## src/hdl/lfrg_pkg.sv

```systemverilog
// Shared constants, request codes and controller/datapath interface structs
// for the lagged Fibonacci range generator. No dependencies.
`timescale 1ns / 1ps
`default_nettype none

package lfrg_pkg;

  // Lag table geometry.
  localparam int unsigned TableLength = 55;
  localparam int unsigned ShortLag    = 24;
  localparam int unsigned IdxW        = 6;
  localparam int unsigned WordW       = 30;
  localparam int unsigned DrawShift   = 6;
  localparam int unsigned DrawW       = WordW - DrawShift;

  // Request and result field widths.
  localparam int unsigned OpW    = 2;
  localparam int unsigned FieldW = 24;
  localparam int unsigned ValueW = 25;

  localparam logic [IdxW-1:0]   PartnerStart = IdxW'(TableLength - ShortLag);
  localparam logic [IdxW-1:0]   LastIdx      = IdxW'(TableLength - 1);
  localparam logic [IdxW-1:0]   LagDistance  = IdxW'(ShortLag);
  localparam logic [ValueW-1:0] SumLimit     = ValueW'(24'hFF_FFFF);
  localparam logic [WordW-1:0]  SeedReset    = WordW'(1);

  // Request operations.
  typedef enum logic [OpW-1:0] {
    OP_RANGE = 2'd0,
    OP_BITS  = 2'd1,
    OP_FUZZY = 2'd2,
    OP_DICE  = 2'd3
  } op_e;

  // Commands from the controller to the datapath and the lag table.
  typedef struct packed {
    logic capture;
    logic setup;
    logic build;
    logic read;
    logic add;
    logic eval;
    logic finish;
  } cmd_t;

  // Status from the lag table.
  typedef struct packed {
    logic table_ready;
    logic build_last;
  } tbl_status_t;

  // Status from the request datapath.
  typedef struct packed {
    logic need_draw;
    logic draw_done;
    logic out_free;
  } dp_status_t;

endpackage

`default_nettype wire

```

## src/hdl/lfrg_table.sv

```systemverilog
// Lag table unit: 55 x 30-bit memory, seed register, table build sweep and
// the draw read-modify-write. Depends on lfrg_pkg.
`timescale 1ns / 1ps
`default_nettype none

module lfrg_table (
  input  logic                           clk_i,
  input  logic                           rst_ni,
  input  logic                           seed_we_i,
  input  logic [lfrg_pkg::WordW-1:0]     seed_i,
  input  lfrg_pkg::cmd_t                 cmd_i,
  output lfrg_pkg::tbl_status_t          status_o,
  output logic [lfrg_pkg::DrawW-1:0]     draw_o
);

  logic [lfrg_pkg::WordW-1:0] mem_q [lfrg_pkg::TableLength];

  logic [lfrg_pkg::WordW-1:0] seed_q, seed_d;
  logic                       ready_q, ready_d;
  logic [lfrg_pkg::IdxW-1:0]  bidx_q, bidx_d;
  logic [lfrg_pkg::IdxW-1:0]  wi_q, wi_d;
  logic [lfrg_pkg::IdxW-1:0]  pi_q, pi_d;

  logic [lfrg_pkg::WordW-1:0] p1_q, p2_q;
  logic [lfrg_pkg::WordW-1:0] rd_a_q, rd_b_q;
  logic [lfrg_pkg::DrawW-1:0] draw_q;

  logic                       build_last;
  logic [lfrg_pkg::WordW-1:0] build_word;
  logic [lfrg_pkg::WordW-1:0] sum;
  logic                       wr_en;
  logic [lfrg_pkg::IdxW-1:0]  wr_addr;
  logic [lfrg_pkg::WordW-1:0] wr_data;

  // Build word: the seed, then one, then the sum of the two previous words.
  always_comb begin
    build_last = (bidx_q == lfrg_pkg::LastIdx);
    priority if (bidx_q == '0) begin
      build_word = seed_q;
    end else if (bidx_q == lfrg_pkg::IdxW'(1)) begin
      build_word = lfrg_pkg::WordW'(1);
    end else begin
      build_word = p1_q + p2_q;
    end
    sum = rd_a_q + rd_b_q;
  end

  // Single write port shared by the build sweep and the draw write-back.
  always_comb begin
    wr_en   = cmd_i.build | cmd_i.add;
    wr_addr = cmd_i.build ? bidx_q : wi_q;
    wr_data = cmd_i.build ? build_word : sum;
  end

  // Control state: seed, table status and indices.
  always_comb begin
    seed_d  = seed_q;
    ready_d = ready_q;
    bidx_d  = bidx_q;
    wi_d    = wi_q;
    pi_d    = pi_q;
    if (seed_we_i) begin
      seed_d  = seed_i;
      ready_d = 1'b0;
    end
    if (cmd_i.build) begin
      bidx_d = build_last ? '0 : bidx_q + lfrg_pkg::IdxW'(1);
      if (build_last) begin
        ready_d = 1'b1;
        wi_d    = '0;
        pi_d    = lfrg_pkg::PartnerStart;
      end
    end
    if (cmd_i.add) begin
      wi_d = (wi_q == lfrg_pkg::LastIdx) ? '0 : wi_q + lfrg_pkg::IdxW'(1);
      pi_d = (pi_q == lfrg_pkg::LastIdx) ? '0 : pi_q + lfrg_pkg::IdxW'(1);
    end
  end

  always_ff @(posedge clk_i or negedge rst_ni) begin
    if (!rst_ni) begin
      seed_q  <= lfrg_pkg::SeedReset;
      ready_q <= 1'b0;
      bidx_q  <= '0;
      wi_q    <= '0;
      pi_q    <= lfrg_pkg::PartnerStart;
    end else begin
      seed_q  <= seed_d;
      ready_q <= ready_d;
      bidx_q  <= bidx_d;
      wi_q    <= wi_d;
      pi_q    <= pi_d;
    end
  end

  // Memory with registered reads, plus the build history and draw registers.
  always_ff @(posedge clk_i) begin
    if (wr_en) begin
      mem_q[wr_addr] <= wr_data;
    end
    if (cmd_i.read) begin
      rd_a_q <= mem_q[wi_q];
      rd_b_q <= mem_q[pi_q];
    end
    if (cmd_i.build) begin
      p2_q <= p1_q;
      p1_q <= build_word;
    end
    if (cmd_i.add) begin
      draw_q <= sum[lfrg_pkg::WordW-1:lfrg_pkg::DrawShift];
    end
  end

  assign status_o.table_ready = ready_q;
  assign status_o.build_last  = build_last;
  assign draw_o               = draw_q;

  // The partner index always trails the write index by the short lag.
  a_lag_distance: assert property (@(posedge clk_i) disable iff (!rst_ni)
    (pi_q == wi_q + lfrg_pkg::PartnerStart) || (wi_q == pi_q + lfrg_pkg::LagDistance))
    else $error("lag table indices lost their distance");

  // A write-back always uses the words fetched in the cycle before.
  a_add_after_read: assert property (@(posedge clk_i) disable iff (!rst_ni)
    cmd_i.add |-> $past(cmd_i.read))
    else $error("table write-back without a preceding read");

endmodule

`default_nettype wire

```

## src/hdl/lfrg_dp.sv

```systemverilog
// Request datapath: captures a request, decodes bounds and masks, evaluates
// draws and holds the result register. Depends on lfrg_pkg.
`timescale 1ns / 1ps
`default_nettype none

module lfrg_dp #(
  parameter int unsigned MaxDice = 255
) (
  input  logic                              clk_i,
  input  logic                              rst_ni,
  input  lfrg_pkg::cmd_t                    cmd_i,
  input  logic [lfrg_pkg::OpW-1:0]          operation_i,
  input  logic signed [lfrg_pkg::FieldW-1:0] first_value_i,
  input  logic signed [lfrg_pkg::FieldW-1:0] second_value_i,
  input  logic [lfrg_pkg::DrawW-1:0]        draw_i,
  input  logic                              out_ready_i,
  output logic                              out_valid_o,
  output logic signed [lfrg_pkg::ValueW-1:0] value_o,
  output lfrg_pkg::dp_status_t              status_o
);

  localparam int unsigned CountW = $clog2(MaxDice + 1);
  localparam logic [CountW-1:0] CountMax = CountW'(MaxDice);
  localparam int unsigned DiffW = lfrg_pkg::ValueW + 1;

  // Fill every bit below the leading one.
  function automatic logic [lfrg_pkg::DrawW-1:0] smear(input logic [lfrg_pkg::DrawW-1:0] d);
    logic [lfrg_pkg::DrawW-1:0] m;
    m = d;
    m = m | (m >> 1);
    m = m | (m >> 2);
    m = m | (m >> 4);
    m = m | (m >> 8);
    m = m | (m >> 16);
    return m;
  endfunction

  lfrg_pkg::op_e                      op_q;
  logic signed [lfrg_pkg::FieldW-1:0] a_q, b_q;
  logic signed [lfrg_pkg::ValueW-1:0] base_q;
  logic [lfrg_pkg::DrawW-1:0]         diff_q;
  logic [lfrg_pkg::DrawW-1:0]         mask_q;
  logic [CountW-1:0]                  rolls_q, rolls_d;
  logic [lfrg_pkg::ValueW-1:0]        acc_q, acc_d;
  logic                               out_valid_q, out_valid_d;
  logic [lfrg_pkg::ValueW-1:0]        value_q;

  logic signed [lfrg_pkg::ValueW-1:0] lo_s, hi_s;
  logic signed [DiffW-1:0]            diff_s;
  logic                               count_pos, count_big, span_pos;
  logic [CountW-1:0]                  rolls_init;
  logic [lfrg_pkg::DrawW-1:0]         bits_mask;
  logic [lfrg_pkg::DrawW-1:0]         mask_init;
  logic [lfrg_pkg::ValueW-1:0]        acc_init;
  logic                               need_draw;

  logic [lfrg_pkg::DrawW-1:0]         n;
  logic                               hit;
  logic signed [lfrg_pkg::ValueW-1:0] fuzz, fuzz_res, range_res;
  logic [DiffW-1:0]                   dice_sum;
  logic [lfrg_pkg::ValueW-1:0]        dice_res;
  logic                               draw_done;
  logic                               out_free;

  // Request decode: bounds, span, masks and the result of requests that draw nothing.
  always_comb begin
    lo_s = (op_q == lfrg_pkg::OP_DICE) ? lfrg_pkg::ValueW'(1) : {a_q[lfrg_pkg::FieldW-1], a_q};
    hi_s = {b_q[lfrg_pkg::FieldW-1], b_q};
    diff_s = {hi_s[lfrg_pkg::ValueW-1], hi_s} - {lo_s[lfrg_pkg::ValueW-1], lo_s};
    span_pos  = !diff_s[DiffW-1] && (diff_s != '0);
    count_pos = !a_q[lfrg_pkg::FieldW-1] && (a_q != '0);
    count_big = a_q > $signed(lfrg_pkg::FieldW'(MaxDice));
    rolls_init = count_big ? CountMax : a_q[CountW-1:0];

    // Bit-width mask: empty for a non-positive width, whole draw from 24 up.
    priority if (a_q[lfrg_pkg::FieldW-1] || (a_q == '0)) begin
      bits_mask = '0;
    end else if (a_q >= $signed(lfrg_pkg::FieldW'(lfrg_pkg::DrawW))) begin
      bits_mask = '1;
    end else begin
      bits_mask = ~({lfrg_pkg::DrawW{1'b1}} << a_q[4:0]);
    end

    mask_init = (op_q == lfrg_pkg::OP_BITS) ? bits_mask
                                            : (smear(diff_s[lfrg_pkg::DrawW-1:0]) |
                                               lfrg_pkg::DrawW'(1));

    unique case (op_q)
      lfrg_pkg::OP_RANGE: begin
        acc_init = lo_s;
      end
      lfrg_pkg::OP_DICE: begin
        // One-sided dice return the count; negative sides count one per roll.
        priority if (b_q == lfrg_pkg::FieldW'(1)) begin
          acc_init = {a_q[lfrg_pkg::FieldW-1], a_q};
        end else if (b_q[lfrg_pkg::FieldW-1] && count_pos) begin
          acc_init = lfrg_pkg::ValueW'(rolls_init);
        end else begin
          acc_init = '0;
        end
      end
      default: begin
        acc_init = '0;
      end
    endcase

    unique case (op_q)
      lfrg_pkg::OP_RANGE: need_draw = span_pos;
      lfrg_pkg::OP_DICE:  need_draw = span_pos && count_pos;
      default:            need_draw = 1'b1;
    endcase
  end

  // Draw evaluation: masked value, rejection test, fuzz and dice accumulation.
  always_comb begin
    n         = draw_i & mask_q;
    hit       = (n <= diff_q);
    range_res = base_q + $signed({1'b0, n});
    unique case (draw_i[1:0])
      2'b00:   fuzz = base_q - lfrg_pkg::ValueW'(1);
      2'b11:   fuzz = base_q + lfrg_pkg::ValueW'(1);
      default: fuzz = base_q;
    endcase
    fuzz_res = (fuzz[lfrg_pkg::ValueW-1] || (fuzz == '0)) ? lfrg_pkg::ValueW'(1) : fuzz;
    dice_sum = {1'b0, acc_q} + DiffW'(n) + DiffW'(1);
    dice_res = (dice_sum > DiffW'(lfrg_pkg::SumLimit)) ? lfrg_pkg::SumLimit
                                                       : dice_sum[lfrg_pkg::ValueW-1:0];
    unique case (op_q)
      lfrg_pkg::OP_RANGE: draw_done = hit;
      lfrg_pkg::OP_DICE:  draw_done = hit && (rolls_q == CountW'(1));
      default:            draw_done = 1'b1;
    endcase
  end

  // Accumulator and roll counter.
  always_comb begin
    acc_d   = acc_q;
    rolls_d = rolls_q;
    if (cmd_i.setup) begin
      acc_d   = acc_init;
      rolls_d = rolls_init;
    end else if (cmd_i.eval) begin
      unique case (op_q)
        lfrg_pkg::OP_RANGE: begin
          if (hit) begin
            acc_d = range_res;
          end
        end
        lfrg_pkg::OP_BITS: begin
          acc_d = lfrg_pkg::ValueW'(n);
        end
        lfrg_pkg::OP_FUZZY: begin
          acc_d = fuzz_res;
        end
        lfrg_pkg::OP_DICE: begin
          if (hit) begin
            acc_d   = dice_res;
            rolls_d = rolls_q - CountW'(1);
          end
        end
      endcase
    end
  end

  // Request capture and per-request decode registers.
  always_ff @(posedge clk_i) begin
    if (cmd_i.capture) begin
      op_q <= lfrg_pkg::op_e'(operation_i);
      a_q  <= first_value_i;
      b_q  <= second_value_i;
    end
    if (cmd_i.setup) begin
      base_q <= lo_s;
      diff_q <= diff_s[lfrg_pkg::DrawW-1:0];
      mask_q <= mask_init;
    end
    acc_q   <= acc_d;
    rolls_q <= rolls_d;
    if (cmd_i.finish) begin
      value_q <= acc_q;
    end
  end

  // Output register: a finished result waits here while the next request runs.
  always_comb begin
    out_free    = !out_valid_q || out_ready_i;
    out_valid_d = out_valid_q;
    if (cmd_i.finish) begin
      out_valid_d = 1'b1;
    end else if (out_ready_i) begin
      out_valid_d = 1'b0;
    end
  end

  always_ff @(posedge clk_i or negedge rst_ni) begin
    if (!rst_ni) begin
      out_valid_q <= 1'b0;
    end else begin
      out_valid_q <= out_valid_d;
    end
  end

  assign out_valid_o        = out_valid_q;
  assign value_o            = value_q;
  assign status_o.need_draw = need_draw;
  assign status_o.draw_done = draw_done;
  assign status_o.out_free  = out_free;

  // A dice draw is only evaluated while rolls remain.
  a_rolls_left: assert property (@(posedge clk_i) disable iff (!rst_ni)
    (cmd_i.eval && (op_q == lfrg_pkg::OP_DICE)) |-> (rolls_q != '0))
    else $error("dice draw evaluated with no rolls left");

endmodule

`default_nettype wire

```

## src/hdl/lfrg_ctrl.sv

```systemverilog
// Controller state machine: sequences capture, decode, table build, draws
// and result hand-over. Depends on lfrg_pkg.
`timescale 1ns / 1ps
`default_nettype none

module lfrg_ctrl (
  input  logic                  clk_i,
  input  logic                  rst_ni,
  input  logic                  in_valid_i,
  output logic                  in_ready_o,
  input  lfrg_pkg::tbl_status_t tbl_status_i,
  input  lfrg_pkg::dp_status_t  dp_status_i,
  output lfrg_pkg::cmd_t        cmd_o
);

  typedef enum logic [6:0] {
    S_IDLE   = 7'b000_0001,
    S_SETUP  = 7'b000_0010,
    S_BUILD  = 7'b000_0100,
    S_READ   = 7'b000_1000,
    S_ADD    = 7'b001_0000,
    S_EVAL   = 7'b010_0000,
    S_FINISH = 7'b100_0000
  } state_e;

  state_e state_q, state_d;

  // Next state and command decode.
  always_comb begin
    state_d    = state_q;
    cmd_o      = '0;
    in_ready_o = 1'b0;
    unique case (state_q)
      S_IDLE: begin
        in_ready_o = 1'b1;
        if (in_valid_i) begin
          cmd_o.capture = 1'b1;
          state_d       = S_SETUP;
        end
      end
      S_SETUP: begin
        cmd_o.setup = 1'b1;
        priority if (!dp_status_i.need_draw) begin
          state_d = S_FINISH;
        end else if (!tbl_status_i.table_ready) begin
          state_d = S_BUILD;
        end else begin
          state_d = S_READ;
        end
      end
      S_BUILD: begin
        cmd_o.build = 1'b1;
        if (tbl_status_i.build_last) begin
          state_d = S_READ;
        end
      end
      S_READ: begin
        cmd_o.read = 1'b1;
        state_d    = S_ADD;
      end
      S_ADD: begin
        cmd_o.add = 1'b1;
        state_d   = S_EVAL;
      end
      S_EVAL: begin
        cmd_o.eval = 1'b1;
        state_d    = dp_status_i.draw_done ? S_FINISH : S_READ;
      end
      S_FINISH: begin
        if (dp_status_i.out_free) begin
          cmd_o.finish = 1'b1;
          state_d      = S_IDLE;
        end
      end
      default: begin
        state_d = S_IDLE;
      end
    endcase
  end

  always_ff @(posedge clk_i or negedge rst_ni) begin
    if (!rst_ni) begin
      state_q <= S_IDLE;
    end else begin
      state_q <= state_d;
    end
  end

  // Only one request is in flight at a time.
  a_one_request: assert property (@(posedge clk_i) disable iff (!rst_ni)
    (in_valid_i && in_ready_o) |=> !in_ready_o)
    else $error("second request taken while one is in flight");

  // The lag table is never read before it has been built.
  a_read_built: assert property (@(posedge clk_i) disable iff (!rst_ni)
    cmd_o.read |-> tbl_status_i.table_ready)
    else $error("lag table read before build");

endmodule

`default_nettype wire

```

## src/hdl/lagged_fibonacci_range_generator_core.sv

```systemverilog
// Lagged Fibonacci range generator top level; instantiates lfrg_ctrl, lfrg_dp, lfrg_table.
// A request passes through capture, setup and finish when no draw is made; each draw adds a table read,
// an add and write-back, and an evaluation; range rejections and dice rolls add draws.
// The next request enters while a result waits.
// The first draw after reset or a seed write first runs a table build sweep.
// Reset clears the control state and sets the seed to 1; the table is rebuilt on demand.
`timescale 1ns / 1ps
`default_nettype none

module lagged_fibonacci_range_generator_core #(
  parameter int unsigned MaxDice = 255
) (
  input  logic                               clk_i,
  input  logic                               rst_ni,
  input  logic                               seed_we_i,
  input  logic [lfrg_pkg::WordW-1:0]         seed_i,
  input  logic                               in_valid_i,
  output logic                               in_ready_o,
  input  logic [lfrg_pkg::OpW-1:0]           operation_i,
  input  logic signed [lfrg_pkg::FieldW-1:0] first_value_i,
  input  logic signed [lfrg_pkg::FieldW-1:0] second_value_i,
  output logic                               out_valid_o,
  input  logic                               out_ready_i,
  output logic signed [lfrg_pkg::ValueW-1:0] value_o
);

  lfrg_pkg::cmd_t             cmd;
  lfrg_pkg::tbl_status_t      tbl_status;
  lfrg_pkg::dp_status_t       dp_status;
  logic [lfrg_pkg::DrawW-1:0] draw;

  // Request sequencer.
  lfrg_ctrl u_ctrl (
    .clk_i        (clk_i),
    .rst_ni       (rst_ni),
    .in_valid_i   (in_valid_i),
    .in_ready_o   (in_ready_o),
    .tbl_status_i (tbl_status),
    .dp_status_i  (dp_status),
    .cmd_o        (cmd)
  );

  // Lag table and draw generation.
  lfrg_table u_table (
    .clk_i     (clk_i),
    .rst_ni    (rst_ni),
    .seed_we_i (seed_we_i),
    .seed_i    (seed_i),
    .cmd_i     (cmd),
    .status_o  (tbl_status),
    .draw_o    (draw)
  );

  // Request decode, draw evaluation and result register.
  lfrg_dp #(
    .MaxDice (MaxDice)
  ) u_dp (
    .clk_i          (clk_i),
    .rst_ni         (rst_ni),
    .cmd_i          (cmd),
    .operation_i    (operation_i),
    .first_value_i  (first_value_i),
    .second_value_i (second_value_i),
    .draw_i         (draw),
    .out_ready_i    (out_ready_i),
    .out_valid_o    (out_valid_o),
    .value_o        (value_o),
    .status_o       (dp_status)
  );

endmodule

`default_nettype wire

```

## config.mk

```make
export PLATFORM = sky130hd
export DESIGN_NAME = lagged_fibonacci_range_generator_core
export DESIGN_NICKNAME = d
export VERILOG_FILES = /design/src/hdl/lfrg_pkg.sv /design/src/hdl/lfrg_table.sv /design/src/hdl/lfrg_dp.sv /design/src/hdl/lfrg_ctrl.sv /design/src/hdl/lagged_fibonacci_range_generator_core.sv
export SDC_FILE = /design/constraint.sdc
export NUM_CORES = 2
export LEC_CHECK = 0
export ABC_AREA = 1
export BUFFER_PORTS_ARGS = -buffer_cell sky130_fd_sc_hd__buf_2
export CAP_MARGIN = 40
export CORE_AREA = 2 2 413 579
export CTS_BUF_LIST = sky130_fd_sc_hd__clkbuf_8
export DETAILED_ROUTE_END_ITERATION = 16
export DIE_AREA = 0 0 415 581
export REMOVE_ABC_BUFFERS = 1
export SLEW_MARGIN = 20
export SYNTH_ARGS = -nofsm -noshare
export SYNTH_HDL_FRONTEND = slang
export SYNTH_SLANG_ARGS = --single-unit
```

## constraint.sdc

```tcl
create_clock -name clk_i -period 11.25 [get_ports clk_i]
set_clock_uncertainty 0.2 [all_clocks]
set_input_delay 2.25 -clock clk_i [delete_from_list [all_inputs] [get_ports clk_i]]
set_output_delay 2.25 -clock clk_i [all_outputs]
set_load 0.02 [all_outputs]
```

After elaboration in Yosys (flattened, before gate mapping). Memories as Yosys holds them, arrays and structs flattened. A register that Yosys moved wholly into a read port is not among the register bits. Index checks and enable logic that the tools add are counted.

Add/subtract/negate cells: 12. Magnitude comparators: 4. Equal/unequal tests: 22. Shift-type cells: 1. Multiplexer cells: 59. Bitwise operators: 8. Reductions and logical operators: 28.

Operators with widths (count): $mux W25 (8); $pmux W25 S2 (2); $pmux W25 S4 (1); $mux W30 (3); $mux W24 (3); $add A30 B30 Y30 (2); $mux W6 (10); $pmux W7 S7 (1); $mux W8 (6); $mux W7 (5); $add A25 B24 Y26 (1); $add A26 B1 Y26 const B (1); $gt A26 B24 Y1 const B (1); $reduce_bool A26 Y1 (1); $sub A24 B25 Y26 (1); $add A25 B2 Y25 const B (1); $add A25 B25 Y25 (1); $logic_not A25 Y1 (1); $sub A25 B2 Y25 const B (1); $and A24 B24 Y24 (1); $eq A24 B2 Y1 const B (1); $ge A24 B6 Y1 const B (1); $gt A24 B9 Y1 const B (1); $le A24 B24 Y1 (1); other kinds (38) (79).

Flip-flop bits (word level): 322. Bits in writable memories: 1650. Input bits: 85. Output and inout bits: 27. Logic and storage cells: 155. Memories: 1.

Memories: u_table.mem_q (depth 55, bits a word 30, read ports 2, clocked after memory_dff 2, write ports 1, RTL line lfrg_table.sv:16) `logic [lfrg_pkg::WordW-1:0] mem_q [lfrg_pkg::TableLength];`.

Depth between registers and ports, before layout.
Word-level depth: 9. Gate-level depth with buffers: 25. Mapped depth without buffers: 25.

Cells and area by module. Synthesis repeated with hierarchy kept, for this count alone.

Cell total of the unflattened synthesis: 11645. Area total of the unflattened synthesis: 107518.1 sq um.

Modules (own cells, without submodules): lfrg_table (instances 1, cells each 9313, area an instance 91362.6 sq um, sequential area each 55105.4 sq um); lfrg_dp (instances 1, cells each 2264, area an instance 15607.5 sq um, sequential area each 5430.2 sq um); lfrg_ctrl (instances 1, cells each 68, area an instance 548.0 sq um, sequential area each 176.4 sq um).

Worst setup path after synthesis. No wires, ideal clock.

Path kind: in2reg. From: input in_valid_i. To: register u_dp.a_q[0] in the netlist's numbering, enable pin. Setup time: 0.458 ns. Arrival: 4.402 ns. Required time: 10.592 ns. Path slack: 6.190 ns. Cell stages on the path: 2. Buffers on the path: 0. Cells stage by stage: inv_1 > nor2_1.

RTL lines: from (decl) (RTL line lagged_fibonacci_range_generator_core.sv:17) `input logic in_valid_i,`; to (signal assigned) (RTL line lfrg_dp.sv:169) `a_q <= first_value_i;`; to (decl) (RTL line lfrg_dp.sv:39) `logic signed [lfrg_pkg::FieldW-1:0] a_q, b_q;`.

Final worst setup path.
From: register u_ctrl.state_q[5]. To: output in_ready_o.

Longest elaborated chain between the ends: 2.

RTL lines: from (decl) (RTL line lfrg_ctrl.sv:26) `state_e state_q, state_d;`; from (signal assigned) (RTL line lfrg_ctrl.sv:85) `state_q <= state_d;`; $eq A7 B1 Y1 (RTL line lfrg_ctrl.sv:33) `unique case (state_q)`; $mux W1 (RTL line lfrg_ctrl.sv:33); to (decl) (RTL line lagged_fibonacci_range_generator_core.sv:18) `output logic in_ready_o,`.

No other way between the ends.

==> results_dict.tcl <==
set metrics [dict create \
    power_density_nw_per_um2 199 \
    hold_violations 0 \
    path_class "reg -> out" \
    synth_edf_count 1974 \
    cp_max_fo 5 \
    synth_seq_cells 2031 \
    maxSlewViolCount 0 \
    place_area_um2 110000 \
    dp.final_hpwl_mm 245 \
    initial_utilization_pct 44.8 \
    start_kind "flip-flop" \
    firstDrtPassIters 9 \
    wirelength_mm 396 \
    clockRootBuffer "clkbuf_8" \
    clkSinkCount 2031 \
    outcome "complete, no violations" \
    netlist_area_um2 106000 \
    finalPower_mw 23.0 \
    synth_top_area_share_pct 56.2 \
    rsz0062_at_grt "false" \
    synth.largest_area_cell "edfxtp_1" \
    seqCellArea_um2 60700 \
    antenna_found_initial 11 \
    dieArea_um2 241000 \
    grt_pass1_vias 85700 \
    fillers 21400 \
    vias_per_cell 6.21 \
    clkSlewWorstSetupHoldPaths_ns 0.07 \
    cp_cell_sequence "nor2_2 > nand2_2 > nor4_1 > buf_2" \
    cts.htree.levels 5 \
    fmax_mhz 198 \
    finalWorstSetupSlack_ns 6.20 \
    die_x_um 415 \
    min_period_ns 5.05 \
    grt_util_all_layers_pct 31.7 \
    slowest_stage "nor4_1" \
    drive_gt1_share_pct 8.33 \
    syn-mean-instance-area_um2 9.46 \
    grt_max_degree 231 \
    ant_nets 0 \
    cts_tree "yes" \
    multi_input_area_um2 38200 \
    core.rowCount 211 \
    clk_latency_ns 0.99 \
    yosysWarnings 0 \
    drcViolationCount 0 \
    slew_headroom_pct 5.66 \
    post_cts_buffers 0 \
    pre_cts_ws_ns 6.10 \
    yosys-top-cells-area "edfxtp_1, o21ai_0, a21oi_1, nand2_1, nand3_1" \
    hold_path.class "reg -> reg" \
    cp.required_ns 8.80 \
    leakage_nw 43.4 \
    drt_first_iter_violations 11300 \
    setup_viol 0 \
    peakVddDrop_mv 0.136 \
    finalSetupTns_ns 0 \
    final_cell_area_um2 116000 \
    vias 89300 \
    synth_ff_type "edfxtp_1" \
    post_drt_wl_per_cell_um 27.5 \
    area_growth_pct 9.83 \
    postCtsHoldBufs 0 \
    nets 11300 \
    routabilityCongestion 0.987 \
    drv_cap 0 \
    grt_pass1_wl_mm 568 \
    core-area_um2 235000 \
    place.port_buffers 111 \
    cp.arrival_ns 2.60 \
    die_h_um 581 \
    cts_buffer_depth 4 \
    io_pins 112 \
    seq_area_frac_synth_pct 57.5 \
    synthArstFlopShare_pct 2.81 \
    end_kind "output port" \
    critPathMaxStageDelay_ns 0.51 \
    synthDistinctLibCells 69 \
    cts_inserted_buffers 323 \
    synthCells 11200 \
    worst_pin_slew_ns 1.42 \
    ctsResizeCount 0 \
    period_share_pct 44.9 \
    grt.overflow.total 0 \
]
[cells by family after synthesis]
| group | Yosys count | share of synthesized area [%] |
|---|---|---|
| buf+inv | 1892 | 6.86 |
| xor+xnor | 94 | 0.801 |
| fa+ha+maj | 200 | 2.41 |
| simple gates | 3092 | 12.6 |
| compound gates | 3841 | 19.8 |
| flops | 2031 | 57.5 |
| mux | 1 | 0.0107 |
[placed cells by master (no fill, tap or decap), drive strengths merged, types with 37 or more instances in the layout]
| cell | synthesis | final |
|---|---|---|
| edfxtp | 1974 | 1974 |
| o21ai | 1787 | 1787 |
| nand2 | 1466 | 1466 |
| a21oi | 1426 | 1426 |
| inv | 1133 | 1219 |
| nand3 | 857 | 857 |
| nor2 | 595 | 595 |
| clkbuf | 524 | 339 |
| buf | 229 | 324 |
| o211ai | 272 | 272 |
| ha | 194 | 194 |
| clkinv | 6 | 123 |
| nand4 | 88 | 88 |
| o22ai | 82 | 82 |
| a31oi | 66 | 66 |
| xor2 | 64 | 64 |
| dfrtp | 50 | 50 |
| o2111ai | 47 | 47 |
| a221oi | 37 | 37 |
[state kept, by name, indices dropped and copies added (netlist names), 2 cells and up]
| signal | count |
|---|---|
| u_table.mem_q | 1650 |
| u_table.p1_q | 30 |
| u_table.p2_q | 30 |
| u_table.rd_a_q | 30 |
| u_table.rd_b_q | 30 |
| u_table.seed_q | 30 |
| u_dp.acc_q | 25 |
| u_dp.value_o | 25 |
| u_dp.a_q | 24 |
| u_dp.b_q | 24 |
| u_dp.base_q | 24 |
| u_dp.diff_q | 24 |
| u_dp.mask_q | 24 |
| u_table.draw_o | 24 |
| u_dp.rolls_q | 8 |
| u_ctrl.state_q | 7 |
| u_table.bidx_q | 6 |
| u_table.pi_q | 6 |
| u_table.wi_q | 6 |
| u_dp.op_q | 2 |
[final cells by class]
class,instances,share of cell area [%]
diodes,7,0.0151
clock buffers,336,3.99
clock inverters,224,1.14
inverters,1139,3.73
multi-input cells,7228,32.9
flip-flops and latches,2031,52.4
well taps,3088,3.33
repair buffers,327,2.45
[synthesized netlist by cell type, types with 8 or more instances]
master / count
or2_2: 11
xor2_1: 61
inv_1: 1116
o21a_1: 8
buf_1: 125
nand2_2: 23
a21o_1: 12
nand2_1: 1438
a21oi_1: 1417
o21ai_0: 1753
a31oi_1: 66
o31ai_1: 8
a211oi_1: 13
a21oi_2: 8
ha_1: 194
nor3_1: 30
o2111ai_1: 47
nand3_1: 853
o21ai_1: 29
edfxtp_1: 1974
nor2_1: 578
clkbuf_1: 524
o211ai_1: 271
nor4_1: 18
a221oi_1: 37
buf_2: 103
nor2_2: 14
o21bai_1: 13
o22ai_1: 82
dfrtp_1: 50
a311oi_1: 31
nand4_1: 88
xnor2_1: 30
inv_2: 17
and2_1: 8
[where the power goes]
group | internal, mW | switching, mW | leakage (nW)
Sequential | 9.28 | 0.321 | 18.5
Combinational | 1.88 | 5.39 | 21.6
Clock | 3.09 | 3.07 | 3.34
Total | 14.3 | 8.78 | 43.4
[final timing paths]
| kind | startpoint | to | slack [ns] | depth (start not counted) |
|---|---|---|---|---|
| worst max-delay path | u_ctrl.state_q[5]$_DFFE_PN0P_ | in_ready_o | 6.20 | 4 |
| worst min-delay path | u_table.p1_q[21]$_DFFE_PP_ | u_table.p2_q[21]$_DFFE_PP_ | 0.25 | 0 |
| min in group asynchronous | rst_ni | u_table.seed_q[20]$_DFFE_PN0P_ | 1.10 | 2 |
| worst max register to register | u_table.wi_q[0]$_DFFE_PN0P_ | u_table.rd_a_q[26]$_DFFE_PP_ | 6.25 | 11 |
| max in group asynchronous | rst_ni | u_table.pi_q[4]$_DFFE_PN1P_ | 9.12 | 3 |
| worst min register to register | u_table.p1_q[21]$_DFFE_PP_ | u_table.p2_q[21]$_DFFE_PP_ | 0.25 | 0 |
[through the flow]
stage          instances  hold WS, ns  util [%]
2_1_floorplan      10400        0.226         -
3_3_place_gp       13800        0.236      46.3
3_5_place_dp       13800        0.243      46.6
4_1_cts            14400        0.244      49.1
5_1_grt            14400        0.257      49.2
6_report           14400        0.246      49.2
[worst max-delay path: cells and delay by family, from the launching register on]
family / cells / cell delay, ns
simple gates: 3 / 0.85
flops: 1 / 0.44
buf+inv: 1 / 0.34
[per-layer routing]
layer  up-vias  track usage, %  wire length [µm]
met2      5395            52.2            186000
met5         -               0                25
met4         4            21.7             31400
li1      39700               -                 -
met1     42800            37.8            141000
met3      1401            5.67             37900
Note: power is estimated with default switching activity, not from simulation.
